[config.mk]
export PLATFORM = sky130hd
export DESIGN_NAME = wgc_otx
export DESIGN_NICKNAME = d
export VERILOG_FILES = /design/src/sv/wgc_pkg.sv /design/src/sv/wgc_otx.sv
export SDC_FILE = /design/constraint.sdc
export NUM_CORES = 2
export LEC_CHECK = 0
export ABC_CLOCK_PERIOD_IN_PS = 18800
export BUFFER_PORTS_ARGS = -buffer_cell sky130_fd_sc_hd__buf_2
export CAP_MARGIN = 10
export CORE_AREA = 3 3 372 374
export CTS_CLUSTER_DIAMETER = 120
export CTS_CLUSTER_SIZE = 40
export DETAILED_ROUTE_END_ITERATION = 8
export DIE_AREA = 0 0 375 377
export GPL_TIMING_DRIVEN = 0
export PLACE_DENSITY = 0.58
export REMOVE_ABC_BUFFERS = 1
export SLEW_MARGIN = 20
export SYNTH_ARGS = -nofsm -noshare
export SYNTH_HDL_FRONTEND = slang
export SYNTH_SLANG_ARGS = --single-unit
[constraint.sdc]
create_clock -name clk -period 18.8 [get_ports clk]
set_input_delay 3.76 -clock clk [delete_from_list [all_inputs] [get_ports clk]]
set_output_delay 3.76 -clock clk [all_outputs]
set_load 0.005 [all_outputs]
[src/sv/wgc_pkg.sv]
// Shared widths, types and control struct for the Winograd F(2x2,3x3) tile block.
package wgc_pkg;

    localparam int SAMPLE_WIDTH = 16;   // 8..16, low bits of each patch slot
    localparam int WEIGHT_WIDTH = 16;   // 8..16, low bits of each kernel slot

    localparam int SLOT_W    = 16;
    localparam int PATCH_W   = 4 * SLOT_W;
    localparam int KERNEL_W  = 3 * SLOT_W;
    localparam int NUM_TAPS  = 16;

    // Input transform grows two bits, 4x filter transform grows four.
    localparam int V_W    = SAMPLE_WIDTH + 2;
    localparam int U_W    = WEIGHT_WIDTH + 4;
    localparam int PROD_W = V_W + U_W;
    localparam int ACC_W  = 48;
    localparam int OUT_W  = 45;

    typedef logic signed [V_W-1:0]    vval_t;
    typedef logic signed [U_W-1:0]    uval_t;
    typedef logic signed [PROD_W-1:0] prod_t;
    typedef logic [ACC_W-1:0]         acc_t;
    typedef logic signed [OUT_W-1:0]  out_t;

    // Per-stage load enables driven by the top-level handshake logic.
    typedef struct packed {
        logic s1_load;
        logic s2_load;
        logic acc_load;
        logic out_load;
    } wgc_ctl_t;

endpackage

[src/sv/wgc_otx.sv]
// Output transform A^T M A, exact divide by four, and the result register.
module wgc_otx (
    input  logic              clk,
    input  wgc_pkg::wgc_ctl_t ctl,
    input  wgc_pkg::acc_t     acc [wgc_pkg::NUM_TAPS],
    output wgc_pkg::out_t     out_top_left,
    output wgc_pkg::out_t     out_top_right,
    output wgc_pkg::out_t     out_bottom_left,
    output wgc_pkg::out_t     out_bottom_right
);
    import wgc_pkg::*;

    // Modulo-2^48 arithmetic is enough: only bits 2..46 are kept.
    acc_t p [8];
    acc_t y [4];
    out_t tile_reg  [4];
    out_t tile_next [4];

    always_comb
    begin
        for (int j = 0; j < 4; j++)
        begin
            p[j]   = acc[j] + acc[4+j] + acc[8+j];
            p[4+j] = acc[4+j] - acc[8+j] - acc[12+j];
        end
        for (int i = 0; i < 2; i++)
        begin
            y[i*2+0] = p[i*4+0] + p[i*4+1] + p[i*4+2];
            y[i*2+1] = p[i*4+1] - p[i*4+2] - p[i*4+3];
        end
        for (int k = 0; k < 4; k++)
        begin
            tile_next[k] = y[k][OUT_W+1:2];
        end
    end

    always_ff @(posedge clk)
    begin
        if (ctl.out_load)
        begin
            tile_reg <= tile_next;
        end
    end

    assign out_top_left     = tile_reg[0];
    assign out_top_right    = tile_reg[1];
    assign out_bottom_left  = tile_reg[2];
    assign out_bottom_right = tile_reg[3];

endmodule

* Yosys cells after proc, flatten, opt, wreduce, memory -nomap -nowiden *
Cells that the tools add are included.

operators by class
  multiplexer cells = 0
  reductions and logical operators = 0
  add/sub/neg operators = 24
  magnitude comparators = 0
  div/mod/pow operators = 0
  equality and inequality tests = 0
  multiply operators = 0
  bitwise logic cells = 0
  shifts and indexed selects = 0

operators by type and width
  cell              number
  $add A47 B47 Y47  12
  $sub A47 B47 Y47  12

storage, ports and cells
  bits in latches = 0
  bits in registers = 180
  memories = 0
  bits in read-only memories = 0
  bits in writable memories = 0
  input port bits = 773

* Depth between registers and ports, before layout *
  depth in word-level cells = 4
  mapped depth = 32
  mapped depth without buffers = 32

* Worst setup path before layout *
No wires, ideal clock.

  path kind = input to register
  start = input acc[241] (netlist bit)
  end = register tile_reg, in the netlist out_top_right[44], data pin
  arrival = 10.548 ns
  cell stages on the path = 31
  path slack = 7.988 ns
  setup time = 0.264 ns
  cells stage by stage = fa_1 -> ha_1 -> inv_1 -> fa_1 -> nor2b_1 -> o21ai_0 -> a21oi_1 -> o21ai_0 -> a211oi_1 -> o211ai_1 -> nand2b_1 -> a211oi_1 -> o21ai_0 -> a21o_1 -> xor2_1 -> fa_1 -> fa_1 -> inv_1 -> fa_1 -> ha_1 -> and4_1 -> nand4_1 -> a2111o_1 -> or3_1 -> a31oi_1 -> a21oi_2 -> o31ai_4 -> o221ai_2 -> nand2b_4 -> a2111oi_4 -> xnor2_1

RTL lines
  element               line           source
  from (decl)           wgc_otx.sv:5   input wgc_pkg::acc_t acc [wgc_pkg::NUM_TAPS],
  to (signal assigned)  wgc_otx.sv:41  tile_reg <= tile_next;
  to (decl)             wgc_otx.sv:16  out_t tile_reg [4];

==> run_results.csv <==
group,metric,value,unit
outcome,status,"complete, no violations",
logic_synthesis,avgSynthCellArea,9.35,um2
global_route,grt-ovfl-total,0,
clocking,cts_buffer_depth,2,
detailed_routing,avgViaCountPerCell,4.98,
sta,rsz0062_at_grt,"no",
logic_synthesis,ys_seq_elements,180,
logic_synthesis,yosys.area.top_type,"fa_1",
floorplan,boundaryPins,953,
critical_path,end_kind,"flop",
logic_synthesis,synthArstFlopShare,0,
logic_synthesis,synthesis.area,42600,um2
critical_path,arrival,13430,ps
floorplan,start_util,0.315,
sta,setup_viol_count_final,0,
min_path,hold_path_class,"input pin to flop",
logic_synthesis,synthFlopType,"edfxtp_1",
logic_synthesis,syn_inst,4561,
sta,fin_setup_tns,0,ps
global_route,grt_usage,0.288,
logic_synthesis,synth_seq_area_share,0.127,
placement,dpl.cell_count,7230,
clocking,clk_pin_slew,90,ps
critical_path,start_kind,"input pin",
floorplan,fp.coreArea,135000,um2
logic_synthesis,synth-edff-count,180,
detailed_routing,ant_nets,0,
clocking,htreeDepth,4,
placement,pre_cts_ws,5110,ps
global_route,grt_max_degree,84,
finish,nFillCells,14200,
sta,slew_headroom,0.258,
detailed_routing,drt_wl_total,205,mm
critical_path,cpPeakStageDelay,680,ps
floorplan,die_h,377,um
sta,max_freq,0.0763,GHz
critical_path,worst_path_most_repeated_cell,"fa_1",
logic_synthesis,synthDistinctLibCells,86,
critical_path,crit_type,"input pin to flop",
sta,setup_slack,5690,ps
global_route,grt_pass1_wl,278,mm
sta,min_period_over_period,0.697,
global_route,antenna_found_initial,166,
clocking,postCtsSetupBuffers,0,
finish,drive_above_1_share,0.186,
logic_synthesis,yosysWarnings,0,
global_route,grt_pass1_vias,37400,
sta,min_period,13110,ps
clocking,cts_sinks,180,
sta,worst_slew_pin_slew,1100,ps
finish,instances_no_fill,7323,
job,maxCapViolCount,0,
clocking,numCtsBuffers,17,
placement,hpwl,190,mm
detailed_routing,routedWlPerCell,28.0,um
detailed_routing,detail_route.drc_violations,0,
floorplan,fp.dieW,375,um
finish,nNetsFinal,7343,
detailed_routing,route.vias.total,36400,
logic_synthesis,synthTopCellsByArea,"fa_1 34%, edfxtp_1 13%, ha_1 11%",
logic_synthesis,yosysTopAreaCellShare,0.344,
detailed_routing,drtIter0Drc,2523,
sta,slew_viol_final,0,
clocking,root_buffer,"clkbuf_16",
sta,finalHoldViolCount,0,
clocking,cts_resized,0,
placement,port_buffers,933,
placement,gp_congestion,0.953,
floorplan,dieArea,141000,um2
clocking,tritoncts,"built",
critical_path,crit_fanout,6,
critical_path,crit_required,19120,ps
clocking,hold_buffers,0,
floorplan,floorplan.rows,135,
critical_path,slowest_stage,"o211ai_1",
detailed_routing,first_pass_iters,6,
sta,holdWs,3630,ps
finish,syn2layout_area_growth,17.8,%
-- critical path, delay by kind of cell --
kind / cells / cell delay (ps)
AOI/OAI and AO/OA: 15 / 4430
buffers and inverters: 3 / 260
adders and majority gates: 7 / 2740
and+or+nand+nor: 5 / 1370
xor gates and xnor gates: 2 / 850
-- flip-flops by register name, summed over array words and instances (netlist names) --
| register | count |
|---|---|
| out_bottom_left | 45 |
| out_bottom_right | 45 |
| out_top_left | 45 |
| out_top_right | 45 |
-- cells in the final DEF, fill, tap and decap left out, types with 17 or more instances in the layout --
master and n:
a21oi_1 316, a211oi_1 32, nor2_1 186, fa_1 733
and2_1 21, nor3_1 51, nand3_1 72, o21a_1 51
buf_2 932, a21o_1 198, nand2_1 198, clkbuf_16 17
nand4_1 38, edfxtp_1 180, xor2_1 146, xnor2_1 231
ha_1 369, and3_1 29, diode_2 61, o21ai_0 177
o21bai_1 51, inv_1 1060, o211ai_1 26, a31oi_1 33
nor2b_1 51, nand2b_1 55
-- layer usage --
| metal | routed length, um | GRT usage |
|---|---|---|
| met1 | 66500 | 0.284 |
| met5 | 471 | 0 |
| met2 | 110000 | 0.556 |
| met4 | 10900 | 0.126 |
| met3 | 16600 | 0.0807 |
-- cell usage after synthesis, types with 55 or more instances --
library cell / instances
inv_1: 1060
fa_1: 733
ha_1: 369
a21oi_1: 316
xnor2_1: 232
a21o_1: 198
nand2_1: 198
nor2_1: 186
edfxtp_1: 180
o21ai_0: 177
xor2_1: 146
nand3_1: 72
nand2b_1: 55
-- per-stage QoR --
stage	util	area, um2
4_1_cts	0.370	50100
3_3_place_gp	0.365	49300
3_5_place_dp	0.365	49400
5_1_grt	0.370	50100
6_report	0.371	50200
2_1_floorplan	-	42500
-- worst paths after layout --
kind	start	end	slack [ps]	depth (start not counted)
setup / recovery	acc[241]	out_top_right[43]$_DFFE_PP_	5690	32
hold / removal	ctl[0]	out_top_left[2]$_DFFE_PP_	3630	1
-- cells by family after synthesis --
logic type               after synthesis  share of synthesized area
buffers and inverters               1108                     0.0976
adder cells (fa/ha/maj)             1102                      0.452
multiplexers                           2                   0.000470
AND/OR/NAND/NOR                      759                     0.0870
AO/OA/AOI/OAI                       1031                      0.157
XOR/XNOR                             379                     0.0782
flip-flops                           180                      0.127
-- cell type report --
cell class                 count  area [um2]  area share
inverter                    1060        3980      0.0792
antenna                       61         153     0.00304
multi-input combinational   3273       33100       0.659
timing repair buffer         936        4740      0.0944
sequential                   180        5410       0.108
clock buffer                  17         425     0.00847
tap                         1781        2230      0.0444
clock inverter                15         188     0.00374
Power is not shown: default switching activity piles up to over one toggle a cycle in this logic, so the estimate is an artifact.
