$ cat config.mk
export PLATFORM = sky130hd
export DESIGN_NAME = wgc_acc
export DESIGN_NICKNAME = d
export VERILOG_FILES = /design/src/sv/wgc_pkg.sv /design/src/sv/wgc_acc.sv
export SDC_FILE = /design/constraint.sdc
export NUM_CORES = 2
export LEC_CHECK = 0
export BUFFER_PORTS_ARGS = -buffer_cell sky130_fd_sc_hd__buf_4
export CAP_MARGIN = 20
export CORE_AREA = 4 4 529 531
export CTS_CLUSTER_SIZE = 10
export DETAILED_ROUTE_END_ITERATION = 10
export DIE_AREA = 0 0 533 535
export SKIP_CTS_REPAIR_TIMING = 1
export SLEW_MARGIN = 20
export SYNTH_ARGS = -nofsm -noshare
export SYNTH_HDL_FRONTEND = slang
export SYNTH_SLANG_ARGS = --single-unit
$ cat constraint.sdc
create_clock -name clk -period 4.6 [get_ports clk]
set_clock_uncertainty 0.2 [all_clocks]
set_input_delay 0.69 -clock clk [delete_from_list [all_inputs] [get_ports clk]]
set_output_delay 0.69 -clock clk [all_outputs]
set_load 0.05 [all_outputs]
$ cat src/sv/wgc_pkg.sv
// Shared widths, types and control struct for the Winograd F(2x2,3x3) tile block.
package wgc_pkg;

    localparam int SAMPLE_WIDTH = 16;   // 8..16, low bits of each patch slot
    localparam int WEIGHT_WIDTH = 16;   // 8..16, low bits of each kernel slot

    localparam int SLOT_W    = 16;
    localparam int PATCH_W   = 4 * SLOT_W;
    localparam int KERNEL_W  = 3 * SLOT_W;
    localparam int NUM_TAPS  = 16;

    // Input transform grows two bits, 4x filter transform grows four.
    localparam int V_W    = SAMPLE_WIDTH + 2;
    localparam int U_W    = WEIGHT_WIDTH + 4;
    localparam int PROD_W = V_W + U_W;
    localparam int ACC_W  = 48;
    localparam int OUT_W  = 45;

    typedef logic signed [V_W-1:0]    vval_t;
    typedef logic signed [U_W-1:0]    uval_t;
    typedef logic signed [PROD_W-1:0] prod_t;
    typedef logic [ACC_W-1:0]         acc_t;
    typedef logic signed [OUT_W-1:0]  out_t;

    // Per-stage load enables driven by the top-level handshake logic.
    typedef struct packed {
        logic s1_load;
        logic s2_load;
        logic acc_load;
        logic out_load;
    } wgc_ctl_t;

endpackage

$ cat src/sv/wgc_acc.sv
// Sixteen transform-domain accumulators, cleared by the first-channel flag.
module wgc_acc (
    input  logic              clk,
    input  logic              rst_n,
    input  wgc_pkg::wgc_ctl_t ctl,
    input  wgc_pkg::prod_t    prod [wgc_pkg::NUM_TAPS],
    input  logic              first_in,
    output wgc_pkg::acc_t     acc [wgc_pkg::NUM_TAPS]
);
    import wgc_pkg::*;

    acc_t acc_reg  [NUM_TAPS];
    acc_t acc_next [NUM_TAPS];

    always_comb
    begin
        for (int k = 0; k < NUM_TAPS; k++)
        begin
            acc_next[k] = (first_in ? '0 : acc_reg[k]) + ACC_W'(prod[k]);
        end
    end

    always_ff @(posedge clk or negedge rst_n)
    begin
        if (!rst_n)
        begin
            for (int k = 0; k < NUM_TAPS; k++)
            begin
                acc_reg[k] <= '0;
            end
        end
        else if (ctl.acc_load)
        begin
            acc_reg <= acc_next;
        end
    end

    assign acc = acc_reg;

endmodule

# Word level (Yosys, flattened, before mapping)
# Index checks and enable logic that the tools add are counted.
# W data, S select, Z words.
# totals
ff_bits	768
in_bits	615
wordCells	48
output_inout_bits	768
# classes
addsub	16
n_mux	16
# op_table
cell	count
$add A48 B48 Y48	16
$mux W48	16

# Longest topological paths before layout
# logic_depth
ltp_word	2
depth_mapped	18

# Worst setup path before layout
# No wires, ideal clock.
# synth_timing
path_type	input port to flip-flop
startpoint	input port first_in
endpoint	register acc_reg (netlist bit acc[282])
n_path_buf	3
arrival_ns	4.652
t_required_ns	4.275
setup_slack_ns	-0.376
path_stages	18
path_cell_list	clkbuf_1 clkbuf_1 clkbuf_1 nor2b_1 ha_1 fa_1 a211oi_1 nor4_2 nor2_1 a311oi_2 or3_1 a31o_2 a31oi_4 o21bai_2 a31oi_2 o21ai_2 xor2_1 mux2_2
# synth_via
elab_chain_len	2
# synth_rtl
element	line	rtl
from (decl)	wgc_acc.sv:7	input logic first_in,
$mux W48	wgc_acc.sv:19	acc_next[k] = (first_in ? '0 : acc_reg[k]) + ACC_W'(prod[k]);
$add A48 B48 Y48	wgc_acc.sv:19	
to (signal assigned)	wgc_acc.sv:34	acc_reg <= acc_next;
to (decl)	wgc_acc.sv:12	acc_t acc_reg [NUM_TAPS];
# Every way passes these cells.
# A chain may end at the register's enable or synchronous reset.

# Worst setup path after layout
# layout_timing
startpoint	register acc_reg (netlist bit acc[144])
endpoint	register acc_reg (netlist bit acc[190])
# layout_via
elab_chain_len	2
# layout_rtl
element	line
$mux W48	wgc_acc.sv:19
$add A48 B48 Y48	wgc_acc.sv:19
# Every way passes these cells.

==> key figures <==
Run status
  – Status: finished clean

Min path
  – Hold path depth: 3
  – Worst hold path type: in2reg

CTS
  – Clock Sinks: 768
  – Num CTS Buffers: 113
  – CTS tree: yes
  – CTS Root Cell: clkbuf_16
  – Clk slew on worst S/H paths: 0.06 ns
  – Skew-Pair Late Insertion Delay: 0.84 ns
  – Clk buf depth: 4
  – H-tree depth reported by CTS: 3

Drt
  – Vias per inst: 4.94
  – WL/cell: 22.2 um
  – Remaining DRCs: 0
  – Vias: 72200
  – Initial drt markers: 4197
  – WL final: 325000 um
  – Remaining antenna violation count: 0
  – Initial DRT Pass Iterations: 6

Logic synthesis
  – Ys Warns: 0
  – Synth area leader: dfrtp_1
  – Count leader, synth: nor2b_1
  – Syn_nets: 9639
  – Most used DFF post-synth: dfrtp_1
  – Post-synthesis sequential area ratio: 26.5%
  – Distinct cells, synth: 101
  – Synth cell count leaders: 820 x nor2b_1, 813 x a21oi_1, 768 x dfrtp_1
  – Mapped cell area: 72600 um^2
  – Async SR Flop Fraction: 100%
  – Syn Area/Cell: 8.79 um^2
  – Seq cells post-synth: 768
  – Synth area leaders: dfrtp_1 26%, ha_1 13%, mux2_2 9.7%
  – Synth top area share: 26.5%
  – Post-Syn Instances: 8256
  – EDFF count, synth: 0

Power and ir drop
  – Cell Pwr Density: 711 nW/um^2
  – Leakage power: 0.0488 uW
  – Peak supply drop: 614 uV

Critical path
  – Crit end category: flop
  – Worst-path fanout max: 3
  – WP data arrival: 4.82 ns
  – Cell Chain, Critical Path: nor2b_1, ha_1, fa_1, a211oi_2, o21ai_0, a22oi_2, a2111oi_0, buf_4, o21ai_1, buf_4, a211oi_1, buf_4, o2111ai_1, nand2_1, a31oi_4, o21ai_0, xnor2_1, a21oi_1
  – Slowest-stage cell, CP: fa_1
  – CP bufs+invs: 3
  – Delay-heaviest family, CP: compound AO/OA/AOI/OAI gates
  – Critical path data required time: 5.05 ns
  – Critical path depth: 18
  – R2R cell count: 18
  – WS Path Type: reg2reg
  – CP peak stage delay: 0.47 ns
  – Top cell by count, worst path: buf_4
  – Worst Setup Start Kind: flop

Floorplan
  – Die height: 535 um
  – Core box area: 276000 um^2
  – Number of core rows: 193
  – Die area: 285000 um^2
  – IO Pins: 1383
  – Chip width: 533 um
  – Starting density of the core: 26.3%

Timing
  – Setup_tns: 0 ns
  – Finish-stage setup viols: 0
  – Final Cycle Share: 95.0%
  – Final hold vios: 0
  – Worst setup margin: 0.230 ns
  – Slew Viols, Final: 0
  – Post-route minimum period: 4.37 ns
  – Hold Slack: 0.0571 ns
  – Fmax: 229 MHz
  – Worst-Margin Slew: 0.946 ns
  – RSZ-0062 raised after global routing: false
  – Slew headroom: 36.9%

Cells and area
  – Final Instance Area: 101000 um^2
  – Layout cells sized above 1: 33.9%
  – Nets@finish: 12200
  – Post-layout util: 36.7%
  – Max reg flops: 768
  – Area grow syn2layout: 39.4%

GRT
  – Antenna violations before repair: 66
  – GRT overflow: 0
  – GRT Total Usage: 21.7%
  – First-pass GRT wire length: 470000 um
  – Pin count of the biggest net entering global routing: 126
  – Vias in the first global route: 70900

Placed design
  – Pre-CTS WS: -0.589 ns
  – Routability Congestion: 0.945
  – DP Area: 97100 um^2
  – Post-DP HPWL: 270000 um
  – I/O Buffers: 1379

Job
  – Max Cap Viol: 0
==> final timing paths <==
| kind | end | slack, ns | start |
|---|---|---|---|
| worst max-delay path | acc[190] | 0.23 | acc[144] |
| max in group asynchronous | acc[140] | 2.75 | rst_n |
| worst min-delay path | acc[144] | 0.06 | prod[114] |
| worst max register to register | acc[190] | 0.23 | acc[144] |
| min in group asynchronous | acc[112] | 0.29 | rst_n |
| worst min register to register | acc[379] | 0.30 | acc[379] |
==> final cells by class <==
class | instances | area [um^2]
Tap cell | 3705 | 4640
Timing Repair Buffer | 2781 | 21300
Inverter | 181 | 687
Clock buffer | 165 | 3390
Antenna cell | 29 | 72.6
Sequential cell | 768 | 19200
Multi-Input combinational cell | 6948 | 51400
Fill cell | 28500 | 174000
Clock inverter | 40 | 490
==> worst register-to-register path, stage by stage (launching register included) <==
cell	delay [ns]
dfrtp_1	0.42
nor2b_1	0.16
ha_1	0.22
fa_1	0.47
a211oi_2	0.27
o21ai_0	0.17
a22oi_2	0.36
a2111oi_0	0.18
buf_4	0.17
o21ai_1	0.14
buf_4	0.13
a211oi_1	0.06
buf_4	0.15
o2111ai_1	0.28
nand2_1	0.16
a31oi_4	0.29
o21ai_0	0.13
xnor2_1	0.15
a21oi_1	0.08
==> cell families (layout without fill, tap and decap cells) <==
kind of cell             count (synthesis)  after routing  share of synthesized area, %
buffers and inverters                  540           3167                          2.80
XOR/XNOR                               686            686                          8.28
flip-flops                             768            768                          26.5
other                                    0             29                             0
AND/OR/NAND/NOR                       2386           2386                          17.1
AO/OA/AOI/OAI                         2470           2470                          22.0
multiplexers                           638            638                          9.88
adder cells (fa/ha/maj)                768            768                          13.4
==> where the power goes <==
group / internal [uW] / total [uW] / switching [uW] / leakage, uW
clock network: 5620 / 9320 / 3700 / 0.00192
registers: 10100 / 13400 / 3240 / 0.00895
logic: 19600 / 49200 / 29600 / 0.0380
total: 35400 / 71900 / 36500 / 0.0488
==> cell usage in the layout, fill, tap and decap left out, drive strengths merged, types with 165 or more instances in the layout <==
cell type / instances
dfrtp: 768
nor2: 437
clkbuf: 165
buf: 2767
a21oi: 825
xnor2: 465
nor2b: 820
nand2: 506
o21ai: 434
ha: 752
a21o: 478
mux2: 624
xor2: 221
inv: 180
==> routing by layer <==
layer / vias to the layer above / part of all wire [%] / GRT usage (%) / wire length, um
met4: 36 / 4.4 / 8.47 / 14200
met5: - / 0.073 / 0 / 238
met1: 34600 / 41 / 25.9 / 132000
li1: 35200 / - / - / -
met3: 434 / 8.1 / 6.35 / 26300
met2: 1968 / 47 / 36.7 / 152000
==> per-stage QoR <==
step | total power [uW] | instances
2_1_floorplan | 43300 | 8256
3_3_place_gp | 62300 | 14400
3_5_place_dp | 62500 | 14400
4_1_cts | 72300 | 14600
5_1_grt | 76200 | 14600
6_report | 71900 | 14600
(Power assumes the default switching activity.)
